[src/dwt_pkg.sv]
`timescale 1ns / 1ps
// ----------------------------------------------------------------------------
// dwt_pkg
// Shared codes, field widths and inter-cell types for the data watchpoint
// table.
// ----------------------------------------------------------------------------
package dwt_pkg;

   localparam int ENTRIES_DEF   = 8;
   localparam int PAGE_BITS_DEF = 12;

   localparam int CMD_W    = 2;
   localparam int ADDR_W   = 64;
   localparam int RANGE_W  = 13;
   localparam int KIND_W   = 2;
   localparam int ABYTES_W = 5;
   localparam int SELNUM_W = 4;
   localparam int STATUS_W = 3;
   localparam int SLOT_W   = 3;

   localparam logic [CMD_W-1:0] CMD_SET   = 2'd0;
   localparam logic [CMD_W-1:0] CMD_DEL   = 2'd1;
   localparam logic [CMD_W-1:0] CMD_CLR   = 2'd2;
   localparam logic [CMD_W-1:0] CMD_CHECK = 2'd3;

   localparam logic [STATUS_W-1:0] ST_OK      = 3'd0;
   localparam logic [STATUS_W-1:0] ST_FULL    = 3'd1;
   localparam logic [STATUS_W-1:0] ST_CROSS   = 3'd2;
   localparam logic [STATUS_W-1:0] ST_BADSLOT = 3'd3;
   localparam logic [STATUS_W-1:0] ST_UNSET   = 3'd4;
   localparam logic [STATUS_W-1:0] ST_ZERO    = 3'd5;

   // broadcast control from the sequencer to every cell
   typedef struct packed {
      logic                match_en;
      logic                update_en;
      logic [CMD_W-1:0]    op;
      logic                set_ok;
      logic                access_live;
      logic [KIND_W-1:0]   kind;
      logic [SELNUM_W-1:0] sel;
   } dwt_ctl_type;

   // word handed from one cell to the next
   typedef struct packed {
      logic                free_found;
      logic [SELNUM_W-1:0] free_idx;
      logic                hit_found;
      logic [SELNUM_W-1:0] hit_idx;
      logic                sel_valid;
      logic                any;
   } dwt_link_type;

endpackage

[src/data_watchpoint_table_core.sv]
`timescale 1ns / 1ps
// The result strobe is registered from the commit step. Busy is high through the
// prepare, match and commit steps that follow acceptance, which are set by operand
// preparation (64-bit adder), the per-cell range compare and the priority chain
// through the cells; no new command is taken until they end. The receiver cannot stall.
// Reset clears every valid bit, the sequencer and the result strobe.
// ----------------------------------------------------------------------------
// data_watchpoint_table_core
// Watchpoint table built as a row of slot cells with a three-step sequencer:
// set, delete one, delete all and access check.
// ----------------------------------------------------------------------------
module data_watchpoint_table_core #(
   parameter int ENTRIES   = dwt_pkg::ENTRIES_DEF,
   parameter int PAGE_BITS = dwt_pkg::PAGE_BITS_DEF
) (
   input  logic                            clock,
   input  logic                            reset,
   input  logic                            start,
   output logic                            busy,
   input  logic [dwt_pkg::CMD_W-1:0]       req_cmd,
   input  logic [dwt_pkg::ADDR_W-1:0]      req_address,
   input  logic [dwt_pkg::RANGE_W-1:0]     req_range_bytes,
   input  logic [dwt_pkg::KIND_W-1:0]      req_access_kind,
   input  logic [dwt_pkg::ABYTES_W-1:0]    req_access_bytes,
   input  logic [dwt_pkg::SELNUM_W-1:0]    req_slot_number,
   output logic                            rsp_valid,
   output logic [dwt_pkg::STATUS_W-1:0]    rsp_status,
   output logic                            rsp_hit,
   output logic [dwt_pkg::SLOT_W-1:0]      rsp_slot,
   output logic                            rsp_any_set
);
   import dwt_pkg::*;

   localparam logic [1:0] PH_IDLE   = 2'd0;
   localparam logic [1:0] PH_PREP   = 2'd1;
   localparam logic [1:0] PH_MATCH  = 2'd2;
   localparam logic [1:0] PH_COMMIT = 2'd3;

   localparam logic [SELNUM_W:0] ENTRIES_V = (SELNUM_W+1)'(ENTRIES);

   logic [1:0]            phase_ff, phase_in;
   logic                  accept;

   logic [CMD_W-1:0]      cmd_ff;
   logic [ADDR_W-1:0]     addr_ff;
   logic [RANGE_W-1:0]    range_ff;
   logic [KIND_W-1:0]     kind_ff;
   logic [ABYTES_W-1:0]   abytes_ff;
   logic [SELNUM_W-1:0]   sel_ff;

   logic [ADDR_W:0]       sum;
   logic [ADDR_W-1:0]     last_in, last_ff;
   logic                  cross_in, cross_ff;

   logic                  rsp_valid_ff, rsp_valid_in;
   logic [STATUS_W-1:0]   rsp_status_ff, rsp_status_in;
   logic                  rsp_hit_ff, rsp_hit_in;
   logic [SLOT_W-1:0]     rsp_slot_ff, rsp_slot_in;
   logic                  rsp_any_ff;

   dwt_ctl_type           ctl;
   dwt_link_type          link [ENTRIES+1];

   assign busy   = (phase_ff != PH_IDLE);
   assign accept = start && !busy;

   always_comb begin
      case (phase_ff)
         PH_IDLE:   phase_in = accept ? PH_PREP : PH_IDLE;
         PH_PREP:   phase_in = PH_MATCH;
         PH_MATCH:  phase_in = PH_COMMIT;
         default:   phase_in = PH_IDLE;
      endcase
   end

   always_ff @(posedge clock) begin
      if (reset) begin
         phase_ff     <= PH_IDLE;
         rsp_valid_ff <= 1'b0;
      end else begin
         phase_ff     <= phase_in;
         rsp_valid_ff <= rsp_valid_in;
      end
   end

   always_ff @(posedge clock) begin
      if (accept) begin
         cmd_ff    <= req_cmd;
         addr_ff   <= req_address;
         range_ff  <= req_range_bytes;
         kind_ff   <= req_access_kind;
         abytes_ff <= req_access_bytes;
         sel_ff    <= req_slot_number;
      end
   end

   // last byte of the set range or of the access; an access that runs past
   // the top of the address space is clipped to the top
   assign sum = {1'b0, addr_ff}
              + ((cmd_ff == CMD_SET) ? (ADDR_W+1)'(range_ff) : (ADDR_W+1)'(abytes_ff))
              - (ADDR_W+1)'(1);
   assign last_in  = ((cmd_ff == CMD_CHECK) && sum[ADDR_W]) ? '1 : sum[ADDR_W-1:0];
   assign cross_in = sum[ADDR_W] || (addr_ff[ADDR_W-1:PAGE_BITS] != sum[ADDR_W-1:PAGE_BITS]);

   always_ff @(posedge clock) begin
      if (phase_ff == PH_PREP) begin
         last_ff  <= last_in;
         cross_ff <= cross_in;
      end
   end

   always_comb begin
      ctl.match_en    = (phase_ff == PH_MATCH);
      ctl.update_en   = (phase_ff == PH_COMMIT);
      ctl.op          = cmd_ff;
      ctl.set_ok      = (range_ff != '0) && !cross_ff;
      ctl.access_live = (abytes_ff != '0);
      ctl.kind        = kind_ff;
      ctl.sel         = sel_ff;
   end

   assign link[0] = '0;

   for (genvar k = 0; k < ENTRIES; k++) begin : g_cell
      dwt_cell #(
         .CELL_INDEX (k)
      ) u_cell (
         .clock    (clock),
         .reset    (reset),
         .ctl      (ctl),
         .addr     (addr_ff),
         .last     (last_ff),
         .link_in  (link[k]),
         .link_out (link[k+1])
      );
   end

   always_comb begin
      rsp_status_in = ST_OK;
      rsp_hit_in    = 1'b0;
      rsp_slot_in   = '0;
      case (cmd_ff)
         CMD_SET: begin
            if (!link[ENTRIES].free_found) begin
               rsp_status_in = ST_FULL;
            end else if (range_ff == '0) begin
               rsp_status_in = ST_ZERO;
            end else if (cross_ff) begin
               rsp_status_in = ST_CROSS;
            end else begin
               rsp_slot_in = link[ENTRIES].free_idx[SLOT_W-1:0];
            end
         end
         CMD_DEL: begin
            if ({1'b0, sel_ff} >= ENTRIES_V) begin
               rsp_status_in = ST_BADSLOT;
            end else if (!link[ENTRIES].sel_valid) begin
               rsp_status_in = ST_UNSET;
            end
         end
         CMD_CHECK: begin
            rsp_hit_in = link[ENTRIES].hit_found;
            if (link[ENTRIES].hit_found) begin
               rsp_slot_in = link[ENTRIES].hit_idx[SLOT_W-1:0];
            end
         end
         default: begin
            rsp_status_in = ST_OK;
         end
      endcase
   end

   assign rsp_valid_in = (phase_ff == PH_COMMIT);

   always_ff @(posedge clock) begin
      if (rsp_valid_in) begin
         rsp_status_ff <= rsp_status_in;
         rsp_hit_ff    <= rsp_hit_in;
         rsp_slot_ff   <= rsp_slot_in;
         rsp_any_ff    <= link[ENTRIES].any;
      end
   end

   assign rsp_valid   = rsp_valid_ff;
   assign rsp_status  = rsp_status_ff;
   assign rsp_hit     = rsp_hit_ff;
   assign rsp_slot    = rsp_slot_ff;
   assign rsp_any_set = rsp_any_ff;

`ifndef SYNTHESIS
   a_latency: assert property (@(posedge clock) disable iff (reset)
      accept |-> ##4 rsp_valid)
      else $error("result word not on time");

   a_idle_on_result: assert property (@(posedge clock) disable iff (reset)
      rsp_valid |-> !busy)
      else $error("sequencer still busy while result shown");

   a_hit_only_check: assert property (@(posedge clock) disable iff (reset)
      rsp_valid && rsp_hit |-> (cmd_ff == CMD_CHECK) && (rsp_status == ST_OK))
      else $error("hit on a non-check word");

   a_set_marks_used: assert property (@(posedge clock) disable iff (reset)
      rsp_valid && (cmd_ff == CMD_SET) && (rsp_status == ST_OK) |-> rsp_any_set)
      else $error("successful set left table empty");

   a_clear_empties: assert property (@(posedge clock) disable iff (reset)
      rsp_valid && (cmd_ff == CMD_CLR) |-> !rsp_any_set && (rsp_status == ST_OK))
      else $error("delete-all left a slot in use");
`endif

endmodule

[src/dwt_cell.sv]
`timescale 1ns / 1ps
// ----------------------------------------------------------------------------
// dwt_cell
// One watchpoint slot: holds start, end and mask, compares an access against
// its range and passes the lowest-free and lowest-hit search to its neighbour.
// ----------------------------------------------------------------------------
module dwt_cell #(
   parameter int CELL_INDEX = 0
) (
   input  logic                                clock,
   input  logic                                reset,
   input  dwt_pkg::dwt_ctl_type                ctl,
   input  logic [dwt_pkg::ADDR_W-1:0]          addr,
   input  logic [dwt_pkg::ADDR_W-1:0]          last,
   input  dwt_pkg::dwt_link_type               link_in,
   output dwt_pkg::dwt_link_type               link_out
);
   import dwt_pkg::*;

   localparam logic [SELNUM_W-1:0] MY_IDX = SELNUM_W'(CELL_INDEX);

   logic                valid_ff, valid_in;
   logic [ADDR_W-1:0]   start_ff;
   logic [ADDR_W-1:0]   end_ff;
   logic [KIND_W-1:0]   access_ff;
   logic                match_ff, match_in;
   logic                sel_hit, claim, take;

   // end is stored inclusive; a stored range never wraps
   assign match_in = valid_ff && ((access_ff & ctl.kind) != '0) && ctl.access_live
                     && !(end_ff < addr) && !(start_ff > last);

   assign sel_hit = (ctl.sel == MY_IDX);
   assign claim   = !valid_ff && !link_in.free_found;
   assign take    = (ctl.op == CMD_SET) && ctl.set_ok && claim;

   always_comb begin
      case (ctl.op)
         CMD_CLR:   valid_in = 1'b0;
         CMD_SET:   valid_in = valid_ff | take;
         CMD_DEL:   valid_in = valid_ff & !sel_hit;
         default:   valid_in = valid_ff;
      endcase
   end

   always_ff @(posedge clock) begin
      if (reset) begin
         valid_ff <= 1'b0;
      end else if (ctl.update_en) begin
         valid_ff <= valid_in;
      end
   end

   always_ff @(posedge clock) begin
      if (ctl.update_en && take) begin
         start_ff  <= addr;
         end_ff    <= last;
         access_ff <= ctl.kind;
      end
      if (ctl.match_en) begin
         match_ff <= match_in;
      end
   end

   always_comb begin
      link_out.free_found = link_in.free_found | !valid_ff;
      link_out.free_idx   = link_in.free_found ? link_in.free_idx : MY_IDX;
      link_out.hit_found  = link_in.hit_found | match_ff;
      link_out.hit_idx    = link_in.hit_found ? link_in.hit_idx : MY_IDX;
      link_out.sel_valid  = link_in.sel_valid | (valid_ff & sel_hit);
      link_out.any        = link_in.any | valid_in;
   end

endmodule
[config.mk]
export PLATFORM = sky130hd
export DESIGN_NAME = data_watchpoint_table_core
export DESIGN_NICKNAME = d
export VERILOG_FILES = /design/src/dwt_pkg.sv /design/src/data_watchpoint_table_core.sv /design/src/dwt_cell.sv
export SDC_FILE = /design/constraint.sdc
export NUM_CORES = 2
export LEC_CHECK = 0
export BUFFER_PORTS_ARGS = -buffer_cell sky130_fd_sc_hd__buf_2
export CAP_MARGIN = 20
export CORE_UTILIZATION = 40
export DETAILED_ROUTE_END_ITERATION = 12
export GPL_ROUTABILITY_DRIVEN = 1
export PLACE_DENSITY = 0.59
export SLEW_MARGIN = 10
export SYNTH_ARGS = -nofsm -noshare
export SYNTH_HDL_FRONTEND = slang
export SYNTH_HIERARCHICAL = 1
export SYNTH_SLANG_ARGS = --single-unit
[constraint.sdc]
create_clock -name clock -period 13.3 [get_ports clock]
set_input_delay 1.33 -clock clock [delete_from_list [all_inputs] [get_ports clock]]
set_output_delay 1.33 -clock clock [all_outputs]
set_load 0.03 [all_outputs]
### After elaboration in Yosys (flattened, before gate mapping)

Index checks and enable logic that the tools add are counted.

| operators by class | value |
|---|---|
| $lt $le $gt $ge | 17 |
| bitwise operators | 60 |
| add/subtract/negate cells | 2 |
| reductions and logical operators | 115 |
| equality and inequality tests | 14 |
| multiplexer cells | 36 |

Operators by type and width:

| kind | count |
|---|---|
| $gt A64 B64 Y1 | 8 |
| $lt A64 B64 Y1 | 8 |
| $add A64 B13 Y65 | 1 |
| $sub A65 B1 Y65 const B | 1 |
| $logic_and A1 B1 Y1 | 59 |
| $ne A52 B52 Y1 | 1 |
| $mux W3 | 16 |
| $logic_not A1 Y1 | 40 |
| $or A1 B1 Y1 | 36 |
| $pmux W1 S3 | 8 |
| $reduce_bool A2 Y1 | 9 |
| $and A1 B1 Y1 | 16 |
| $and A2 B2 Y2 | 8 |
| $eq A4 B3 Y1 const B | 4 |
| $logic_not A13 Y1 | 1 |
| $mux W13 | 1 |
| $reduce_bool A13 Y1 | 1 |
| $pmux W3 S2 | 2 |
| $mux W2 | 5 |
| $eq A2 B2 Y1 const B | 4 |
| $eq A4 B2 Y1 const B | 2 |
| $pmux W2 S3 | 1 |
| $reduce_bool A5 Y1 | 1 |
| $eq A2 B1 Y1 const B | 2 |
| other kinds (6) | 9 |

| storage, ports and cells | value |
|---|---|
| register bits after elaboration | 1,222 |
| input port bits | 93 |
| output and inout port bits | 10 |
| word-level logic and storage cells | 298 |

### Depth between registers and ports, before layout

| logic depth | value |
|---|---|
| depth after elaboration | 13 |
| gate-level depth with buffers | 22 |
| gate-level depth less buffers | 19 |

### By module

Netlist, hierarchy kept.

By module, submodules not included:

| module | cells each | area each (um^2) | times used |
|---|---|---|---|
| dwt_cell at g_cell[1].u_cell ... | 602 | 7,309.5 | 4 |
| dwt_cell at g_cell[5].u_cell ... | 602 | 7,310.8 | 2 |
| data_watchpoint_table_core | 1,293 | 12,092.8 | 1 |
| dwt_cell at g_cell[3].u_cell | 603 | 7,309.5 | 1 |
| dwt_cell at g_cell[0].u_cell | 602 | 7,307.0 | 1 |

### Least setup slack after synthesis

Ideal clock, no wire load.

| timing | value |
|---|---|
| path type | register -> register |
| start | register g_cell[0].u_cell.valid_ff |
| end | register g_cell[7].u_cell.valid_ff |
| arrival time | 5.689 ns |
| setup time | 0.072 ns |
| stages on the path, launching flop included | 12 |
| path slack | 7.539 ns |
| period minus slack after synthesis | 5.761 ns |
| path through | dfxtp_1 > nand2b_1 > nand2b_1 > nand2b_1 > nand2b_1 > nand2b_1 > nand2b_1 > nand2b_1 > nand2b_1 > nor4_1 > and2_1 > o221a_2 |

RTL lines:

| element | RTL line | text |
|---|---|---|
| start, declared | dwt_cell.sv:22 | `logic valid_ff, valid_in;` |
| start signal, assigned | dwt_cell.sv:50 | `valid_ff <= valid_in;` |
| end signal, assigned | dwt_cell.sv:50 |  |
| end, declared | dwt_cell.sv:22 |  |

### Worst setup path in the final report

| timing | value |
|---|---|
| start | register cmd_ff[0] |
| end | register cross_ff, data pin |

| between the ends | value |
|---|---|
| word-level cells in the longest chain between the ends | 6 |

RTL lines:

| element | RTL line | text |
|---|---|---|
| start, declared | data_watchpoint_table_core.sv:44 | `logic [CMD_W-1:0] cmd_ff;` |
| start signal, assigned | data_watchpoint_table_core.sv:88 | `cmd_ff <= req_cmd;` |
| $logic_not A2 Y1 (*) | data_watchpoint_table_core.sv:100 | `+ ((cmd_ff == CMD_SET) ? (ADDR_W+1)'(range_ff) : (ADDR_W+1)'(abytes_ff))` |
| $mux W13 (*) | data_watchpoint_table_core.sv:100 |  |
| $add A64 B13 Y65 (*) | data_watchpoint_table_core.sv:100 |  |
| $sub A65 B1 Y65 (*) | data_watchpoint_table_core.sv:101 | `- (ADDR_W+1)'(1);` |
| $ne A52 B52 Y1 | data_watchpoint_table_core.sv:103 | `assign cross_in = sum[ADDR_W] \|\| (addr_ff[ADDR_W-1:PAGE_BITS] != sum[ADDR_W-1:PAGE_BITS]);` |
| $logic_or A1 B1 Y1 (*) | data_watchpoint_table_core.sv:103 |  |
| net cross_in | data_watchpoint_table_core.sv:53 | `logic cross_in, cross_ff;` |
| end signal, assigned | data_watchpoint_table_core.sv:108 | `cross_ff <= cross_in;` |
| end, declared | data_watchpoint_table_core.sv:53 |  |

Mark *: on every way through the listed nets, which the timed path passes. The rest lies on a longest branch.
A chain may end at the register's enable or synchronous reset.

==> qor.yml <==
status: "finished clean"
boundaryPins: 103
path_buf_inv: 3
core_area_um2: 174400
final_antenna_net_count: 0
fin_setup_tns_ps: 0
clk_pin_slew_worst_paths_ps: 60
placed_area_um2: 74630
ctsHoldBuffers: 0
cp_cell_sequence: "inv_1, ha_1, buf_4, mux2i_1, ha_1, inv_1, ha_1, fa_1, a21o_1, a311oi_2, o22ai_2, a311oi_1, and2_1, o31a_1, xnor3_1, or4_1, nor4_1, nand3_1, nor3_1, nand4_1"
place_hpwl_um: 148900
maxCapViolCount: 0
cts_tree: "done"
crit_path_max_incr_delay_ps: 840
avgSynthCellArea_um2: 11.56
grt_overflow: 0
pwr-share-clk_pct: 34.5
clock.fmax_ghz: 0.1471
synth_warnings: 6
dieWidth_um: 421.7
globalRouteTotalUtil_pct: 23.84
grt_max_degree: 68
worst_slew_pin_slew_ps: 1243
skew_ps: 39.71
drt_iter0_markers: 3580
worstHoldPathType: "flip-flop to flip-flop"
power_w: 0.01106
drv_slew: 0
grt_setup_unrepaired: "false"
syn_inst: 6094
endpoint_kind: "flip-flop"
vdd_drop_max_mv: 0.1377
cp_slowest_cell: "edfxtp_1"
clk_latency_ps: 800
p_sw_w: 0.003518
htreeDepth: 4
fin_crit_ps: 6798
critPathMaxFanout: 27
die_area_um2: 177900
internal-power_w: 0.007541
grt_pass1_vias: 48720
cts_sinks: 1222
combPwrFrac_pct: 23.3
diodes: 0
synth_area_um2: 70470
final_area_um2: 79100
layout.nets: 7611
mostFrequentLayoutCell: "edfxtp_1"
required_ps: 13810
gp_congestion: 0.9657
crit_arrival_ps: 7300
hold_violations: 0
whs_ps: 632.9
finalSetupViolCount: 0
drcViolationCount: 0
post_cts_buffers: 0
post-route-period-util_pct: 51.11
slew_headroom_pct: 16.79
numPortBuffers: 102
pwr_density_cell_nw_per_um2: 139.8
vias: 48470
cp_common_cell: "ha_1"
dieHeight_um: 421.7
cts_root_buf: "clkbuf_16"
viasPerCell: 5.475
power_frac_seq_pct: 42.2
rows: 153
layout_common_cells: "edfxtp_1 (1,211), inv_1 (1,155), ha_1 (1,099), a21oi_1 (434), nand2_1 (362)"
dr.pass1.iters: 5
wire_per_inst_um: 24.07
switching_share_pct: 31.81
cts_buffers: 141
path_delay_family: "compound AO/OA/AOI/OAI gates"
setup.worst_path.start_class: "flip-flop"
antenna_found_initial: 11
initial_core_util_pct: 40.41
p_leak_nw: 35.02
wirelength_um: 213100
clk_path_buf_depth: 3
cts_resized: 0
drive_gt1_share_pct: 7.612
crit_type: "flip-flop to flip-flop"
area_growth_pct: 12.25
grt_pass1_wl_um: 312800
[layout make-up]
| class | count | area (um^2) |
|---|---|---|
| clock buffers | 177 | 3727 |
| multi-input cells | 3676 | 29400 |
| fillers | 15880 | 95290 |
| well taps | 2325 | 2909 |
| flip-flops and latches | 1222 | 36590 |
| inverters | 1155 | 4335 |
| repair buffers | 221 | 1404 |
| clock inverters | 78 | 748.2 |
[power by group through the flow]
| stage | logic [W] | registers (W) | clock network, W |
|---|---|---|---|
| finish | 0.00258 | 0.00466 | 0.00382 |
| global route | 0.00286 | 0.00468 | 0.00404 |
| CTS | 0.00257 | 0.00467 | 0.00389 |
| detailed placement | 0.00255 | 0.00475 | 0 |
| global placement | 0.00250 | 0.00475 | 0 |
| floorplan | 0.00154 | 0.00473 | 0 |
[final timing paths]
check / start / end / cells after the start / slack (ps)
setup reg to reg: cmd_ff[0]$_DFFE_PP_ / cross_ff$_DFFE_PN_ / 20 / 6500
setup / recovery: cmd_ff[0]$_DFFE_PP_ / cross_ff$_DFFE_PN_ / 20 / 6500
hold reg to reg: addr_ff[63]$_DFFE_PP_ / g_cell[7].u_cell/start_ff[63]$_DFFE_PP_ / 0 / 630
hold / removal: addr_ff[63]$_DFFE_PP_ / g_cell[7].u_cell/start_ff[63]$_DFFE_PP_ / 0 / 630
[metal layers]
layer	up-vias	track usage, %	routed length, um	part of all wire [%]
met1	24090	30.15	89860	42
met4	6	10.41	9823	4.6
met2	1224	40.79	103400	49
met3	347	2.966	10000	4.7
li1	22810	-	-	-
met5	-	0	46	0.022
[per-stage QoR]
step / util, % / setup WS (ps) / instances
final: 45.36 / 6502 / 8854
after global routing: 45.36 / 6190 / 8854
after CTS: 45.36 / 6631 / 8854
after detailed placement: 42.79 / 6708 / 8599
after global placement: 42.79 / 6756 / 8599
after floorplan: - / 7623 / 6110
[registers in the layout, indices dropped and copies added, names as in the netlist]
name and count:
abytes_ff 5, addr_ff 64, cmd_ff 2, cross_ff 1, g_cell.u_cell/access_ff 16, g_cell.u_cell/end_ff 512, g_cell.u_cell/match_ff 8, g_cell.u_cell/start_ff 512
g_cell.u_cell/valid_ff 8, kind_ff 2, last_ff 64, phase_ff 2, range_ff 13, rsp_any_set 1, rsp_hit 1, rsp_slot 3
rsp_status 3, rsp_valid 1, sel_ff 4
Power figures use the tool's default switching activity.
